File: src/rtl/assert_macros.svh
// Assertion helpers shared by the RTL files.
`ifndef ASSERT_MACROS_SVH
`define ASSERT_MACROS_SVH

// Same-cycle implication, disabled while reset is asserted.
`define ASSERT_SAME(label, clk, rstn, ante, cons, msg) \
    label: assert property (@(posedge clk) disable iff (!rstn) (ante) |-> (cons)) \
        else $error(msg);

// Next-cycle implication, disabled while reset is asserted.
`define ASSERT_NEXT(label, clk, rstn, ante, cons, msg) \
    label: assert property (@(posedge clk) disable iff (!rstn) (ante) |=> (cons)) \
        else $error(msg);

`endif

File: src/rtl/rasd_pkg.sv
`default_nettype none

package rasd_pkg;

    typedef enum logic [1:0] {
        REQ_START  = 2'd0,
        REQ_SAMPLE = 2'd1,
        REQ_TICK   = 2'd2,
        REQ_ABORT  = 2'd3
    } req_t;

    typedef enum logic [1:0] {
        ST_NONE     = 2'd0,
        ST_ALIGNED  = 2'd1,
        ST_FAILED   = 2'd2,
        ST_REJECTED = 2'd3
    } status_t;

    typedef enum logic [1:0] {
        CFG_SETTLED_THRESHOLD = 2'd0,
        CFG_SETTLED_COUNT     = 2'd1,
        CFG_MAX_SAMPLES       = 2'd2,
        CFG_TIMEOUT_TICKS     = 2'd3
    } cfg_idx_t;

    localparam int unsigned FIELD_POS_W = 16;
    localparam int unsigned CNT_W       = 16;
    localparam int unsigned RUN_W       = 10;
    localparam int unsigned CFG_DATA_W  = 16;
    localparam int unsigned TDATA_W     = 24;

    localparam logic [15:0]      RST_SETTLED_THRESHOLD = 16'd64;
    localparam logic [RUN_W-1:0] RST_SETTLED_COUNT     = 10'd10;
    localparam logic [15:0]      RST_MAX_SAMPLES       = 16'd10000;
    localparam logic [15:0]      RST_TIMEOUT_TICKS     = 16'd1000;

    localparam logic [CNT_W-1:0] CNT_MAX = '1;
    localparam logic [RUN_W-1:0] RUN_MAX = '1;

endpackage

`default_nettype wire

File: src/rtl/rotor_alignment_settle_detector.sv
// Channel  | Ports            | tdata (low bit up)                     | tuser
// ---------+------------------+----------------------------------------+---------------
// input    | s_tvalid/s_tready | position[15:0], over_current, zeros   | req_type[1:0]
// result   | m_tvalid/m_tready | aligned_position[15:0], busy_res, 0s  | status[1:0]
// config   | cfg_wr_en         | cfg_addr selects, cfg_wdata[15:0]      | -
//
// Each transfer yields exactly one result through an input register and a
// result register; one item is taken every cycle unless a result stall fills both.
// The run state is updated in the same cycle that loads the result register.
// A stall on the result side holds the result register; s_tready drops only
// once the input register is full as well, and then both registers hold.
// aresetn is synchronous and active low; it clears the run and loads the
// register reset values.
`default_nettype none

module rotor_alignment_settle_detector #(
    parameter int unsigned POS_BITS = 16
) (
    input  wire logic                          aclk,
    input  wire logic                          aresetn,
    input  wire logic                          s_tvalid,
    output logic                               s_tready,
    // position[15:0], over_current[16], zero fill
    input  wire logic [rasd_pkg::TDATA_W-1:0]  s_tdata,
    // req_type[1:0]
    input  wire logic [1:0]                    s_tuser,
    output logic                               m_tvalid,
    input  wire logic                          m_tready,
    // aligned_position[15:0], busy_res[16], zero fill
    output logic [rasd_pkg::TDATA_W-1:0]       m_tdata,
    // status[1:0]
    output logic [1:0]                         m_tuser,
    input  wire logic                          cfg_wr_en,
    input  wire logic [1:0]                    cfg_addr,
    input  wire logic [rasd_pkg::CFG_DATA_W-1:0] cfg_wdata
);
    import rasd_pkg::*;

    `include "assert_macros.svh"

    localparam int unsigned CMP_W = (POS_BITS > FIELD_POS_W) ? POS_BITS : FIELD_POS_W;

    logic [15:0]         thr_reg;
    logic [RUN_W-1:0]    scnt_reg;
    logic [15:0]         maxs_reg;
    logic [15:0]         tmo_reg;

    logic                in_valid_reg;
    req_t                in_req_reg;
    logic [POS_BITS-1:0] in_pos_reg;
    logic                in_over_reg;

    logic                running_reg, running_next;
    logic [CNT_W-1:0]    sample_count_reg, sample_count_next;
    logic [RUN_W-1:0]    settled_run_reg, settled_run_next;
    logic [POS_BITS-1:0] last_position_reg, last_position_next;
    logic [CNT_W-1:0]    tick_count_reg, tick_count_next;

    logic                out_valid_reg;
    status_t             out_status_reg, out_status_next;
    logic [15:0]         out_aligned_reg, out_aligned_next;
    logic                out_busy_reg;

    logic                out_load;
    logic                proc;
    logic [CNT_W-1:0]    sample_inc;
    logic [CNT_W-1:0]    tick_inc;
    logic [RUN_W-1:0]    run_inc;
    logic [POS_BITS-1:0] diff;
    logic                settled;

    assign out_load = !out_valid_reg || m_tready;
    assign proc     = in_valid_reg && out_load;
    assign s_tready = !in_valid_reg || out_load;

    always_ff @(posedge aclk) begin
        if (!aresetn) begin
            thr_reg  <= RST_SETTLED_THRESHOLD;
            scnt_reg <= RST_SETTLED_COUNT;
            maxs_reg <= RST_MAX_SAMPLES;
            tmo_reg  <= RST_TIMEOUT_TICKS;
        end else if (cfg_wr_en) begin
            unique case (cfg_idx_t'(cfg_addr))
                CFG_SETTLED_THRESHOLD: thr_reg  <= cfg_wdata;
                CFG_SETTLED_COUNT:     scnt_reg <= cfg_wdata[RUN_W-1:0];
                CFG_MAX_SAMPLES:       maxs_reg <= cfg_wdata;
                CFG_TIMEOUT_TICKS:     tmo_reg  <= cfg_wdata;
                default: ;
            endcase
        end
    end

    always_ff @(posedge aclk) begin
        if (!aresetn) begin
            in_valid_reg <= 1'b0;
        end else if (s_tready) begin
            in_valid_reg <= s_tvalid;
        end
    end

    always_ff @(posedge aclk) begin
        if (s_tvalid && s_tready) begin
            in_req_reg  <= req_t'(s_tuser);
            in_pos_reg  <= POS_BITS'(s_tdata[FIELD_POS_W-1:0]);
            in_over_reg <= s_tdata[FIELD_POS_W];
        end
    end

    assign sample_inc = (sample_count_reg == CNT_MAX) ? sample_count_reg
                                                      : sample_count_reg + 1'b1;
    assign tick_inc   = (tick_count_reg == CNT_MAX) ? tick_count_reg
                                                    : tick_count_reg + 1'b1;
    assign run_inc    = (settled_run_reg == RUN_MAX) ? settled_run_reg
                                                     : settled_run_reg + 1'b1;
    assign diff       = (in_pos_reg >= last_position_reg) ? in_pos_reg - last_position_reg
                                                          : last_position_reg - in_pos_reg;
    assign settled    = CMP_W'(diff) < CMP_W'(thr_reg);

    always_comb begin
        running_next       = running_reg;
        sample_count_next  = sample_count_reg;
        settled_run_next   = settled_run_reg;
        last_position_next = last_position_reg;
        tick_count_next    = tick_count_reg;
        out_status_next    = ST_NONE;
        out_aligned_next   = '0;
        unique case (in_req_reg)
            REQ_START: begin
                if (running_reg) begin
                    out_status_next = ST_REJECTED;
                end else begin
                    running_next       = 1'b1;
                    sample_count_next  = '0;
                    settled_run_next   = '0;
                    tick_count_next    = '0;
                    last_position_next = in_pos_reg;
                end
            end
            REQ_SAMPLE: begin
                if (running_reg) begin
                    if (in_over_reg) begin
                        running_next    = 1'b0;
                        out_status_next = ST_FAILED;
                    end else begin
                        sample_count_next = sample_inc;
                        if (sample_inc >= maxs_reg) begin
                            running_next    = 1'b0;
                            out_status_next = ST_FAILED;
                        end else begin
                            last_position_next = in_pos_reg;
                            if (settled) begin
                                settled_run_next = run_inc;
                                if (run_inc >= scnt_reg) begin
                                    running_next     = 1'b0;
                                    out_status_next  = ST_ALIGNED;
                                    out_aligned_next = 16'(in_pos_reg);
                                end
                            end else begin
                                settled_run_next = '0;
                            end
                        end
                    end
                end
            end
            REQ_TICK: begin
                if (running_reg) begin
                    tick_count_next = tick_inc;
                    if (tick_inc >= tmo_reg) begin
                        running_next    = 1'b0;
                        out_status_next = ST_FAILED;
                    end
                end
            end
            REQ_ABORT: begin
                running_next = 1'b0;
            end
            default: ;
        endcase
    end

    always_ff @(posedge aclk) begin
        if (!aresetn) begin
            running_reg       <= 1'b0;
            sample_count_reg  <= '0;
            settled_run_reg   <= '0;
            last_position_reg <= '0;
            tick_count_reg    <= '0;
            out_valid_reg     <= 1'b0;
        end else begin
            if (out_load) begin
                out_valid_reg <= in_valid_reg;
            end
            if (proc) begin
                running_reg       <= running_next;
                sample_count_reg  <= sample_count_next;
                settled_run_reg   <= settled_run_next;
                last_position_reg <= last_position_next;
                tick_count_reg    <= tick_count_next;
            end
        end
    end

    always_ff @(posedge aclk) begin
        if (proc) begin
            out_status_reg  <= out_status_next;
            out_aligned_reg <= out_aligned_next;
            out_busy_reg    <= running_next;
        end
    end

    assign m_tvalid = out_valid_reg;
    assign m_tuser  = out_status_reg;
    assign m_tdata  = {{(TDATA_W - FIELD_POS_W - 1){1'b0}}, out_busy_reg, out_aligned_reg};

    `ASSERT_SAME(a_aligned_ends_run, aclk, aresetn,
        m_tvalid && m_tuser == ST_ALIGNED, !m_tdata[FIELD_POS_W],
        "An aligned result reports the run as still active.")
    `ASSERT_NEXT(a_state_holds_when_idle, aclk, aresetn,
        !proc, $stable(running_reg) && $stable(sample_count_reg),
        "Run state changed without an item being processed.")
    `ASSERT_NEXT(a_start_opens_run, aclk, aresetn,
        proc && in_req_reg == REQ_START && !running_reg,
        running_reg && sample_count_reg == '0 && settled_run_reg == '0,
        "An accepted start did not open a fresh run.")

endmodule

`default_nettype wire
File: config.mk
export PLATFORM = sky130hd
export DESIGN_NAME = rotor_alignment_settle_detector
export DESIGN_NICKNAME = d
export VERILOG_FILES = /design/src/rtl/rasd_pkg.sv /design/src/rtl/rotor_alignment_settle_detector.sv
export VERILOG_INCLUDE_DIRS = /design/src /design/src/rtl
export SDC_FILE = /design/constraint.sdc
export NUM_CORES = 1
export LEC_CHECK = 0
export CORE_MARGIN = 2
export CORE_UTILIZATION = 50
export DETAILED_ROUTE_END_ITERATION = 8
export DONT_BUFFER_PORTS = 1
export PLACE_DENSITY_LB_ADDON = 0.2
export SYNTH_ARGS = -nofsm -noshare
export SYNTH_HDL_FRONTEND = slang
export SYNTH_SLANG_ARGS = --single-unit
File: constraint.sdc
create_clock -name aclk -period 13.8 [get_ports aclk]
set_input_delay 3.45 -clock aclk [delete_from_list [all_inputs] [get_ports aclk]]
set_output_delay 3.45 -clock aclk [all_outputs]
set_load 0.005 [all_outputs]
---- Word level (Yosys, flattened, before mapping) ----
Index checks and enable logic that the tools add are counted.
word-level totals
  register bits after elaboration ......... 157
  input port bits ......................... 49
  word-level logic and storage cells ...... 101
operators by class
  $add $sub $neg .......................... 5
  magnitude comparators ................... 5
  equality and inequality tests ........... 14
  mux-type cells .......................... 38
  bitwise logic cells ..................... 4
  reductions and logical operators ........ 18
operators with widths
  kind                                                             number
  16-bit 2-to-1 mux                                                11
  16-bit one-hot mux with 2 select lines                           3
  10-bit 2-to-1 mux                                                6
  16-bit greater-or-equal comparator                               3
  16-bit by 1-bit adder with 16-bit output, second input constant  2
  16-bit == test, second input constant                            2
  16-bit subtractor                                                2
  10-bit one-hot mux with 2 select lines                           1
  16-bit < comparator                                              1
  2-bit 2-to-1 mux                                                 6
  10-bit by 1-bit adder with 10-bit output, second input constant  1
  10-bit == test, second input constant                            1
  10-bit greater-or-equal comparator                               1
  2-bit inequality test, second input constant                     5
  1-bit 2-to-1 mux                                                 9
  2-bit == test, second input constant                             4
  2-bit AND reduction                                              4
  2-bit one-hot mux with 3 select lines                            1
  6-bit AND reduction                                              1
  6-bit OR reduction                                               1
  5-bit AND reduction                                              1
  2-bit by 1-bit == test with 1-bit output, second input constant  2
  2-bit zero test                                                  2
  1-bit inverter                                                   4
  6 further kinds                                                  10

---- Depth between registers and ports, before layout ----
Gate-level depths: netlist of the first run.
  depth after elaboration ................. 9
  gate-level depth with buffers ........... 23
  mapped depth without buffers ............ 21

---- Worst setup path before layout of the first run ----
OpenSTA, ideal clock, no wires.
  path kind ............................... input-to-output
  start point ............................. input port m_tready
  end point ............................... output port s_tready
  arrival ................................. 3710 ps
  path slack .............................. 6640 ps
  cell stages on the path ................. 2
  buffers on the path ..................... 0
  path through ............................ nor2_1 -> nand2_1
between the ends
  word-level cells in the longest chain between the ends .. 2
ends and longest elaborated chain
  item              line                                   source
  from (decl)       rotor_alignment_settle_detector.sv:28  input wire logic m_tready,
  1-bit logical OR  rotor_alignment_settle_detector.sv:72  assign out_load = !out_valid_reg || m_tready;
  1-bit logical OR  rotor_alignment_settle_detector.sv:74  assign s_tready = !in_valid_reg || out_load;
  to (decl)         rotor_alignment_settle_detector.sv:22  output logic s_tready,
Every way passes these cells.

---- Worst setup path after layout of the first run ----
Ends and elaborated chain as after synthesis.

==> impl_results.html, run 1 <==
<table>
<tr><th>Metric</th><th>Value</th></tr>
<tr><th colspan="2">Worst setup path</th></tr>
<tr><td>Reg-to-reg startpoint</td><td>in_pos_reg[0]</td></tr>
<tr><td>Number of cells on the worst reg-to-reg path</td><td>19</td></tr>
<tr><td>Crit path cell chain</td><td>nor2_1, nand2_1</td></tr>
<tr><td>Endpoint required time on the critical path</td><td>10.35 ns</td></tr>
<tr><td>Total buffers and inverters traversed by the critical path</td><td>0</td></tr>
<tr><td>Maximum fanout along the worst path</td><td>4</td></tr>
<tr><td>Type of destination of the critical path</td><td>output pin</td></tr>
<tr><td>Type of element launching the critical path</td><td>primary input</td></tr>
<tr><td>Slowest stage cell, crit path</td><td>sky130_fd_sc_hd__nor2_1</td></tr>
<tr><td>Crit path arrival time</td><td>3.77 ns</td></tr>
<tr><td>R2r setup slk</td><td>8.19 ns</td></tr>
<tr><td>CP top delay family</td><td>simple AND/OR/NAND/NOR gates</td></tr>
<tr><td>Capture instance of the worst register-to-register path</td><td>out_aligned_reg[4]</td></tr>
<tr><td>Critical path's largest stage delay</td><td>0.20 ns</td></tr>
<tr><td>Critical path class</td><td>primary input to output pin</td></tr>
<tr><th colspan="2">CTS</th></tr>
<tr><td>CTS H-tree depth</td><td>4</td></tr>
<tr><td>Clk pin slew, worst setup/hold paths</td><td>0.06 ns</td></tr>
<tr><td>Number of clock buffers inserted by TritonCTS</td><td>17</td></tr>
<tr><td>Number of buffers on the longest clock path</td><td>2</td></tr>
<tr><td>TritonCTS sink count</td><td>157</td></tr>
<tr><td>Resize count post-CTS</td><td>0</td></tr>
<tr><td>Clock root buffer</td><td>sky130_fd_sc_hd__clkbuf_16</td></tr>
<tr><td>Clock tree from TritonCTS</td><td>built</td></tr>
<tr><td>Number of post-CTS setup repair buffers</td><td>0</td></tr>
<tr><td>Post-cts hold buffer count</td><td>0</td></tr>
<tr><td>Clock latency on the worst-skew pair</td><td>0.44 ns</td></tr>
<tr><th colspan="2">Logic synthesis</th></tr>
<tr><td>Largest cells by area after synthesis</td><td>sky130_fd_sc_hd__dfxtp_1, sky130_fd_sc_hd__ha_1, sky130_fd_sc_hd__edfxtp_1</td></tr>
<tr><td>Synth warnings</td><td>0</td></tr>
<tr><td>Synthesized area per cell</td><td>8.449 sq um</td></tr>
<tr><td>Yosys top cell by area</td><td>sky130_fd_sc_hd__dfxtp_1</td></tr>
<tr><td>Synth top cells by count</td><td>sky130_fd_sc_hd__nand2_1, sky130_fd_sc_hd__dfxtp_1, sky130_fd_sc_hd__inv_1</td></tr>
<tr><td>Share of async-settable or async-resettable flops after synthesis</td><td>0%</td></tr>
<tr><td>Count of distinct cell types in the synthesized netlist</td><td>71</td></tr>
<tr><td>Synthesis-stage register bit count</td><td>157</td></tr>
<tr><td>Most frequently used cell type in the post-synthesis netlist</td><td>sky130_fd_sc_hd__nand2_1</td></tr>
<tr><td>Flip-flop cell with the highest count after synthesis</td><td>sky130_fd_sc_hd__dfxtp_1</td></tr>
<tr><td>Sequential area share after synthesis</td><td>35.49%</td></tr>
<tr><td>Post-Syn Instances</td><td>1,175</td></tr>
<tr><td>Number of enable flip-flop cells after synthesis</td><td>38</td></tr>
<tr><td>Fraction of post-synthesis cell area in the top cell type by area</td><td>24.00%</td></tr>
<tr><td>Post-synthesis instance area</td><td>9927 sq um</td></tr>
<tr><th colspan="2">Hold path</th></tr>
<tr><td>Hold-critical path depth</td><td>2</td></tr>
<tr><td>Hold path start</td><td>thr_reg[8]</td></tr>
<tr><td>Worst Hold Path EP</td><td>thr_reg[8]</td></tr>
<tr><td>Worst hold path class</td><td>flip-flop to flip-flop</td></tr>
<tr><th colspan="2">Final layout</th></tr>
<tr><td>Area overhead of the layout relative to synthesis</td><td>6.894%</td></tr>
<tr><td>N_diodes</td><td>0</td></tr>
<tr><td>Proportion of layout cells with a drive suffix above 1</td><td>5.608%</td></tr>
<tr><td>Final standard cell area without fillers</td><td>10,610 sq um</td></tr>
<tr><td>Number of nets in the final layout</td><td>1,293</td></tr>
<tr><td>Final std cells w/o fill</td><td>1,424</td></tr>
<tr><th colspan="2">STA</th></tr>
<tr><td>Number of setup violations in the final report</td><td>0</td></tr>
<tr><td>Setup tns final</td><td>0 ns</td></tr>
<tr><td>Max_slew headroom</td><td>18.88%</td></tr>
<tr><td>Max-slew violation count</td><td>0</td></tr>
<tr><td>Maximum operating frequency</td><td>138.4 MHz</td></tr>
<tr><td>RSZ-0062 raised after global routing</td><td>no</td></tr>
<tr><td>Least-Margin Pin Slew</td><td>1.209 ns</td></tr>
<tr><td>Time the worst path needs with I/O delays and setup</td><td>7.225 ns</td></tr>
<tr><td>Final worst-path cycle share</td><td>52.35%</td></tr>
<tr><td>Setup skew after layout</td><td>0.008100 ns</td></tr>
<tr><td>Hold violation count in the final report</td><td>0</td></tr>
<tr><th colspan="2">Power</th></tr>
<tr><td>Peak VDD IR</td><td>0.00009074 V</td></tr>
<tr><td>Power density relative to cell area</td><td>101.6 nW/um^2</td></tr>
<tr><td>Static Leak</td><td>0.004168 uW</td></tr>
<tr><th colspan="2">Floorplanning</th></tr>
<tr><td>Overall die height</td><td>144.9 um</td></tr>
<tr><td>Top-Level Pins</td><td>77</td></tr>
<tr><td>Core area</td><td>19,460 sq um</td></tr>
<tr><td>Die boundary width</td><td>144.9 um</td></tr>
<tr><td>Row count</td><td>51</td></tr>
<tr><td>Area of the die</td><td>21,000 sq um</td></tr>
<tr><td>Initial Util</td><td>51.01%</td></tr>
<tr><th colspan="2">Route</th></tr>
<tr><td>Post-Route WL</td><td>22,840 um</td></tr>
<tr><td>Detail Route Antenna Nets</td><td>0</td></tr>
<tr><td>Routed wire length per instance</td><td>16.04 um</td></tr>
<tr><td>First-iteration detailed-routing DRC count</td><td>539</td></tr>
<tr><td>Detailed-routing iteration count for the pre-antenna-repair pass</td><td>6</td></tr>
<tr><td>Vias after detailed routing</td><td>7,865</td></tr>
<tr><td>Number of DRC violations after detailed routing</td><td>0</td></tr>
<tr><td>Drt via density</td><td>5.523</td></tr>
<tr><th colspan="2">GRT</th></tr>
<tr><td>Aggregate global-route resource usage</td><td>22.01%</td></tr>
<tr><td>Antenna violations before repair</td><td>0</td></tr>
<tr><td>First-pass GRT wire length</td><td>37,270 um</td></tr>
<tr><td>Overflow left after global routing</td><td>0</td></tr>
<tr><td>Maximum number of pins on one net before global-route repair</td><td>112</td></tr>
<tr><td>Vias in the first global route</td><td>7,332</td></tr>
<tr><th colspan="2">Place</th></tr>
<tr><td>HPWL after detailed placement</td><td>16,700 um</td></tr>
<tr><td>Number of port buffers</td><td>0</td></tr>
<tr><td>Post-Place Cells</td><td>1,392</td></tr>
<tr><td>Routability-driven placement congestion ratio</td><td>0.8954</td></tr>
<tr><td>Area post-placement</td><td>10,050 sq um</td></tr>
<tr><th colspan="2">Outcome</th></tr>
<tr><td>Result of the run</td><td>finished, final reports clean</td></tr>
<tr><th colspan="2">Job</th></tr>
<tr><td>Number of max-capacitance violations reported</td><td>0</td></tr>
</table>
-- cell usage in the layout (no fill, tap or decap), drive strengths merged, types with 4 or more instances in the layout --
cell and count:
o31ai 5, ha 96, edfxtp 38, xnor2 33, buf 5, nand2 184
a21oi 74, mux2i 4, nor3b 6, nor4 12, clkinv 7, nand2b 9
clkbuf 21, dfxtp 119, conb 7, xor2 8, and2 40, nand4 17
o21a 11, nor3 21, o211ai 20, a21boi 47, o21ai 57, a211oi 8
mux2 7, or2 5, a21o 24, and3 6, a22oi 16, and4 4
a31oi 10, a22o 5, inv 103, nand3 15, nor2 51, nor2b 31
-- kinds of logic (layout without fill, tap and decap cells) --
group | after synthesis | after routing | share of synthesized area (%)
flip-flops | 157 | 157 | 35.49
adder cells (fa/ha/maj) | 98 | 98 | 12.50
XOR/XNOR | 41 | 41 | 3.617
multiplexers | 11 | 11 | 1.273
AO/OA/AOI/OAI | 296 | 296 | 19.78
other | 1 | 7 | 0.03778
buffers and inverters | 161 | 139 | 6.655
AND/OR/NAND/NOR | 410 | 410 | 20.65
-- metal layers --
metal	track usage (%)	wire length, um	vias to the layer above
li1	-	-	4001
met1	30.04	10980	3665
met2	35.79	10500	170
met3	3.742	956	29
met4	6.683	399	0
met5	0	0	-
-- per-stage QoR --
step / util, % / power (uW) / setup slack, ns / hold WS (ns)
2_1_floorplan: - / 606.5 / 6.640 / 0.4408
3_3_place_gp: 51.65 / 625.1 / 6.563 / 0.4502
3_5_place_dp: 51.65 / 627.8 / 6.578 / 0.4560
4_1_cts: 54.52 / 1082 / 6.578 / 0.4640
5_1_grt: 54.52 / 1119 / 6.471 / 0.4764
6_report: 54.52 / 1078 / 6.575 / 0.4630
-- where the power goes --
group / internal (uW) / switching (uW) / total, uW / leakage [uW]
combinational: 52.0 / 73.3 / 125 / 0.00255
clock: 266 / 194 / 460 / 0.000275
sequential: 484 / 9.03 / 493 / 0.00134
-- worst max-delay path by stage --
stage               startpoint       end  cells past startpoint
finish                m_tready  s_tready                      2
global route          m_tready  s_tready                      2
CTS                   m_tready  s_tready                      2
detailed placement    m_tready  s_tready                      2
global placement      m_tready  s_tready                      2
floorplan             m_tready  s_tready                      2
-- cell type report --
type / instances / area, sq um
Sequential cell: 157 / 3523
Clock buffer: 21 / 440.4
Timing Repair Buffer: 5 / 37.54
Fill cell: 1809 / 8851
Clock inverter: 11 / 118.9
Multi-Input combinational cell: 863 / 5777
Inverter: 102 / 382.9
Tap cell: 265 / 331.6
Note: power is estimated with default switching activity, not from simulation.
==> run 2: changes to the inputs <==
Clock period 13.8 ns to 7.3 ns, I/O delays scaled along.
==> run 2 against run 1 <==
- global-route usage down 0.062 points
- register-to-register slack worse by 6.5 ns
- critical path depth up 16
- via count down 1.2%
- highest routed layer unchanged
- sequential share of layout area about the same
- largest power group unchanged
- combinational power up 88%
- die area unchanged
- wire length down 0.67%
==> impl_results.html, run 2 (synthesis results as in run 1) <==
<table>
<tr><th>Metric</th><th>Value</th></tr>
<tr><th colspan="2">CTS</th></tr>
<tr><td>Number of clock buffers inserted by TritonCTS</td><td>17 (unchanged)</td></tr>
<tr><td>Post-cts hold buffer count</td><td>0 (unchanged)</td></tr>
<tr><td>Resize count post-CTS</td><td>0 (unchanged)</td></tr>
<tr><td>Clock root buffer</td><td>sky130_fd_sc_hd__clkbuf_16 (unchanged)</td></tr>
<tr><td>TritonCTS sink count</td><td>157 (unchanged)</td></tr>
<tr><td>Clk pin slew, worst setup/hold paths</td><td>0.07 ns (was 0.06 ns)</td></tr>
<tr><td>Number of buffers on the longest clock path</td><td>2 (unchanged)</td></tr>
<tr><td>CTS H-tree depth</td><td>4 (unchanged)</td></tr>
<tr><td>Clock latency on the worst-skew pair</td><td>0.43 ns (was 0.44 ns)</td></tr>
<tr><td>Clock tree from TritonCTS</td><td>built (unchanged)</td></tr>
<tr><td>Number of post-CTS setup repair buffers</td><td>0 (unchanged)</td></tr>
<tr><th colspan="2">Worst setup path</th></tr>
<tr><td>Capture instance of the worst register-to-register path</td><td>out_aligned_reg[3] (was out_aligned_reg[4])</td></tr>
<tr><td>Type of destination of the critical path</td><td>flip-flop (was output pin)</td></tr>
<tr><td>Number of cells on the worst reg-to-reg path</td><td>18 (was 19)</td></tr>
<tr><td>Crit path arrival time</td><td>5.85 ns (was 3.77 ns)</td></tr>
<tr><td>Critical path class</td><td>flip-flop to flip-flop (was primary input to output pin)</td></tr>
<tr><td>Maximum fanout along the worst path</td><td>16 (was 4)</td></tr>
<tr><td>CP top delay family</td><td>simple AND/OR/NAND/NOR gates (unchanged)</td></tr>
<tr><td>Reg-to-reg startpoint</td><td>in_pos_reg[0] (unchanged)</td></tr>
<tr><td>Slowest stage cell, crit path</td><td>sky130_fd_sc_hd__nor4_2 (was sky130_fd_sc_hd__nor2_1)</td></tr>
<tr><td>R2r setup slk</td><td>1.73 ns (was 8.19 ns)</td></tr>
<tr><td>Endpoint required time on the critical path</td><td>7.59 ns (was 10.35 ns)</td></tr>
<tr><td>Crit path cell chain</td><td>inv_1, ha_1, inv_1, fa_1, a211oi_2, o31ai_2, o21ai_2, a211oi_1, nor4_2, a31oi_1, xnor2_1, ha_1, a41oi_1, a21oi_1, a211oi_1, nor3b_1, and4_1, and2_1 (was nor2_1, nand2_1)</td></tr>
<tr><td>Total buffers and inverters traversed by the critical path</td><td>2 (was 0)</td></tr>
<tr><td>Worst setup path startpoint</td><td>in_pos_reg[0] (was m_tready)</td></tr>
<tr><td>Capture point of the critical path</td><td>out_aligned_reg[3] (was s_tready)</td></tr>
<tr><td>Critical path's largest stage delay</td><td>0.62 ns (was 0.20 ns)</td></tr>
<tr><td>Type of element launching the critical path</td><td>flip-flop (was primary input)</td></tr>
<tr><td>Total number of cells along the worst setup path</td><td>18 (was 2)</td></tr>
<tr><th colspan="2">STA</th></tr>
<tr><td>Least-Margin Pin Slew</td><td>1.251 ns (was 1.209 ns)</td></tr>
<tr><td>Final worst-path cycle share</td><td>76.23%</td></tr>
<tr><td>Number of setup violations in the final report</td><td>0 (unchanged)</td></tr>
<tr><td>Max_slew headroom</td><td>16.02% (was 18.88%)</td></tr>
<tr><td>Setup tns final</td><td>0 ns (unchanged)</td></tr>
<tr><td>Time the worst path needs with I/O delays and setup</td><td>5.565 ns</td></tr>
<tr><td>Setup skew after layout</td><td>0.01023 ns (was 0.008100 ns)</td></tr>
<tr><td>Max-slew violation count</td><td>0 (unchanged)</td></tr>
<tr><td>Maximum operating frequency</td><td>179.7 MHz</td></tr>
<tr><td>RSZ-0062 raised after global routing</td><td>no (unchanged)</td></tr>
<tr><td>Post-route worst hold slack</td><td>0.4628 ns (was 0.4630 ns)</td></tr>
<tr><td>Hold violation count in the final report</td><td>0 (unchanged)</td></tr>
<tr><th colspan="2">Route</th></tr>
<tr><td>First-iteration detailed-routing DRC count</td><td>529 (was 539)</td></tr>
<tr><td>Detailed-routing iteration count for the pre-antenna-repair pass</td><td>5 (was 6)</td></tr>
<tr><td>Drt via density</td><td>5.460 (was 5.523)</td></tr>
<tr><td>Detail Route Antenna Nets</td><td>0 (unchanged)</td></tr>
<tr><td>Number of DRC violations after detailed routing</td><td>0 (unchanged)</td></tr>
<tr><td>Routed wire length per instance</td><td>15.94 um (was 16.04 um)</td></tr>
<tr><td>Routed length on met2</td><td>10,480 um (was 10,500 um)</td></tr>
<tr><td>Post-Route WL</td><td>22,680 um (was 22,840 um)</td></tr>
<tr><td>M1 wire length</td><td>11,090 um (was 10,980 um)</td></tr>
<tr><td>Length of routed met3 wiring</td><td>807 um (was 956 um)</td></tr>
<tr><td>Vias after detailed routing</td><td>7,769 (was 7,865)</td></tr>
<tr><td>Top layer reached by signal wires</td><td>met4 (unchanged)</td></tr>
<tr><th colspan="2">GRT</th></tr>
<tr><td>Maximum number of pins on one net before global-route repair</td><td>112 (unchanged)</td></tr>
<tr><td>Vias in the first global route</td><td>7,432 (was 7,332)</td></tr>
<tr><td>Aggregate global-route resource usage</td><td>21.95% (was 22.01%)</td></tr>
<tr><td>Antenna violations before repair</td><td>0 (unchanged)</td></tr>
<tr><td>First-pass GRT wire length</td><td>37,450 um (was 37,270 um)</td></tr>
<tr><td>Overflow left after global routing</td><td>0 (unchanged)</td></tr>
<tr><th colspan="2">Floorplanning</th></tr>
<tr><td>Initial Util</td><td>51.01% (unchanged)</td></tr>
<tr><td>Core area</td><td>19,460 sq um (unchanged)</td></tr>
<tr><td>Top-Level Pins</td><td>77 (unchanged)</td></tr>
<tr><td>Overall die height</td><td>144.9 um (unchanged)</td></tr>
<tr><td>Row count</td><td>51 (unchanged)</td></tr>
<tr><td>Die boundary width</td><td>144.9 um (unchanged)</td></tr>
<tr><td>Area of the die</td><td>21,000 sq um (unchanged)</td></tr>
<tr><th colspan="2">Power</th></tr>
<tr><td>Static Leak</td><td>0.004158 uW (was 0.004168 uW)</td></tr>
<tr><td>Power density relative to cell area</td><td>191.0 nW/um^2 (was 101.6 nW/um^2)</td></tr>
<tr><td>Peak VDD IR</td><td>0.0001427 V (was 0.00009074 V)</td></tr>
<tr><th colspan="2">Final layout</th></tr>
<tr><td>Final standard cell area without fillers</td><td>10,610 sq um (about the same)</td></tr>
<tr><td>Share of the core filled with cells</td><td>54.49% (was 54.52%)</td></tr>
<tr><td>Number of nets in the final layout</td><td>1,292 (was 1,293)</td></tr>
<tr><td>Final std cells w/o fill</td><td>1,423 (was 1,424)</td></tr>
<tr><td>Most common cell after layout, fill and taps aside</td><td>sky130_fd_sc_hd__nand2_1 (unchanged)</td></tr>
<tr><td>Area overhead of the layout relative to synthesis</td><td>6.832% (was 6.894%)</td></tr>
<tr><td>Most used cells in the layout excluding fill and tap cells</td><td>sky130_fd_sc_hd__nand2_1, sky130_fd_sc_hd__dfxtp_1, sky130_fd_sc_hd__inv_1 (unchanged)</td></tr>
<tr><td>N_diodes</td><td>0 (unchanged)</td></tr>
<tr><td>Proportion of layout cells with a drive suffix above 1</td><td>5.786% (was 5.608%)</td></tr>
<tr><th colspan="2">Place</th></tr>
<tr><td>Number of port buffers</td><td>0 (unchanged)</td></tr>
<tr><td>HPWL after detailed placement</td><td>16,710 um (was 16,700 um)</td></tr>
<tr><td>Area post-placement</td><td>10,040 sq um (was 10,050 sq um)</td></tr>
<tr><td>Routability-driven placement congestion ratio</td><td>0.8863 (was 0.8954)</td></tr>
<tr><td>Post-Place Cells</td><td>1,391 (was 1,392)</td></tr>
<tr><th colspan="2">Job</th></tr>
<tr><td>Number of max-capacitance violations reported</td><td>0 (unchanged)</td></tr>
<tr><th colspan="2">Hold path</th></tr>
<tr><td>Worst hold path class</td><td>flip-flop to flip-flop (unchanged)</td></tr>
<tr><th colspan="2">Outcome</th></tr>
<tr><td>Result of the run</td><td>finished, final reports clean (unchanged)</td></tr>
</table>
==> run 2: cell count changes in the layout (fill, tap and decap cells not counted), sizes merged <==
cell	previous run	this run
clkinv	7	3
bufinv	2	1
clkinvlp	1	3
clkbuf	21	18
inv	103	109
buf	5	4
==> run 2: per-layer routing <==
| layer | global-route usage (%) | vias to the layer above |
|---|---|---|
| met5 | 0 | - |
| met4 | 4.950 | 0 |
| met3 | 4.119 | 19 |
| met2 | 36.12 | 132 |
| met1 | 30.05 | 3641 |
| li1 | - | 3977 |
==> run 2: worst min-delay path: stages (launching register included) <==
cell                       delay [ns]
sky130_fd_sc_hd__dfxtp_1         0.31
sky130_fd_sc_hd__nand2_1         0.05
sky130_fd_sc_hd__a21boi_0        0.06
==> run 2: final cells by class <==
cell class / instances / area [sq um]
well taps: 265 / 331.6
flip-flops and latches: 157 / 3523
clock buffers: 18 / 429.2
repair buffers: 4 / 30.03
clock inverters: 14 / 131.4
fillers: 1804 / 8857
inverters: 102 / 382.9
multi-input cells: 863 / 5777
==> run 2: metrics by stage <==
stage / setup WS [ns] / total power, uW
2_1_floorplan: 2.840 / 1146
6_report: 1.735 / 2026
3_3_place_gp: 1.783 / 1181
4_1_cts: 1.761 / 2042
3_5_place_dp: 1.795 / 1186
5_1_grt: 1.410 / 2116
==> run 2: where the power goes <==
group	internal (uW)	switching (uW)
Sequential	915	17.0
Clock	476	382
Combinational	98.3	137
==> run 2: worst min path at each step <==
stage	startpoint	end	slack (ns)	cells after the start
after floorplan	thr_reg[0]	thr_reg[0]	0.44	2
after global placement	scnt_reg[8]	scnt_reg[8]	0.45	2
after detailed placement	thr_reg[9]	thr_reg[9]	0.46	2
after CTS	thr_reg[9]	thr_reg[9]	0.46	2
after global routing	maxs_reg[14]	maxs_reg[14]	0.48	2
final	tmo_reg[15]	tmo_reg[15]	0.46	2
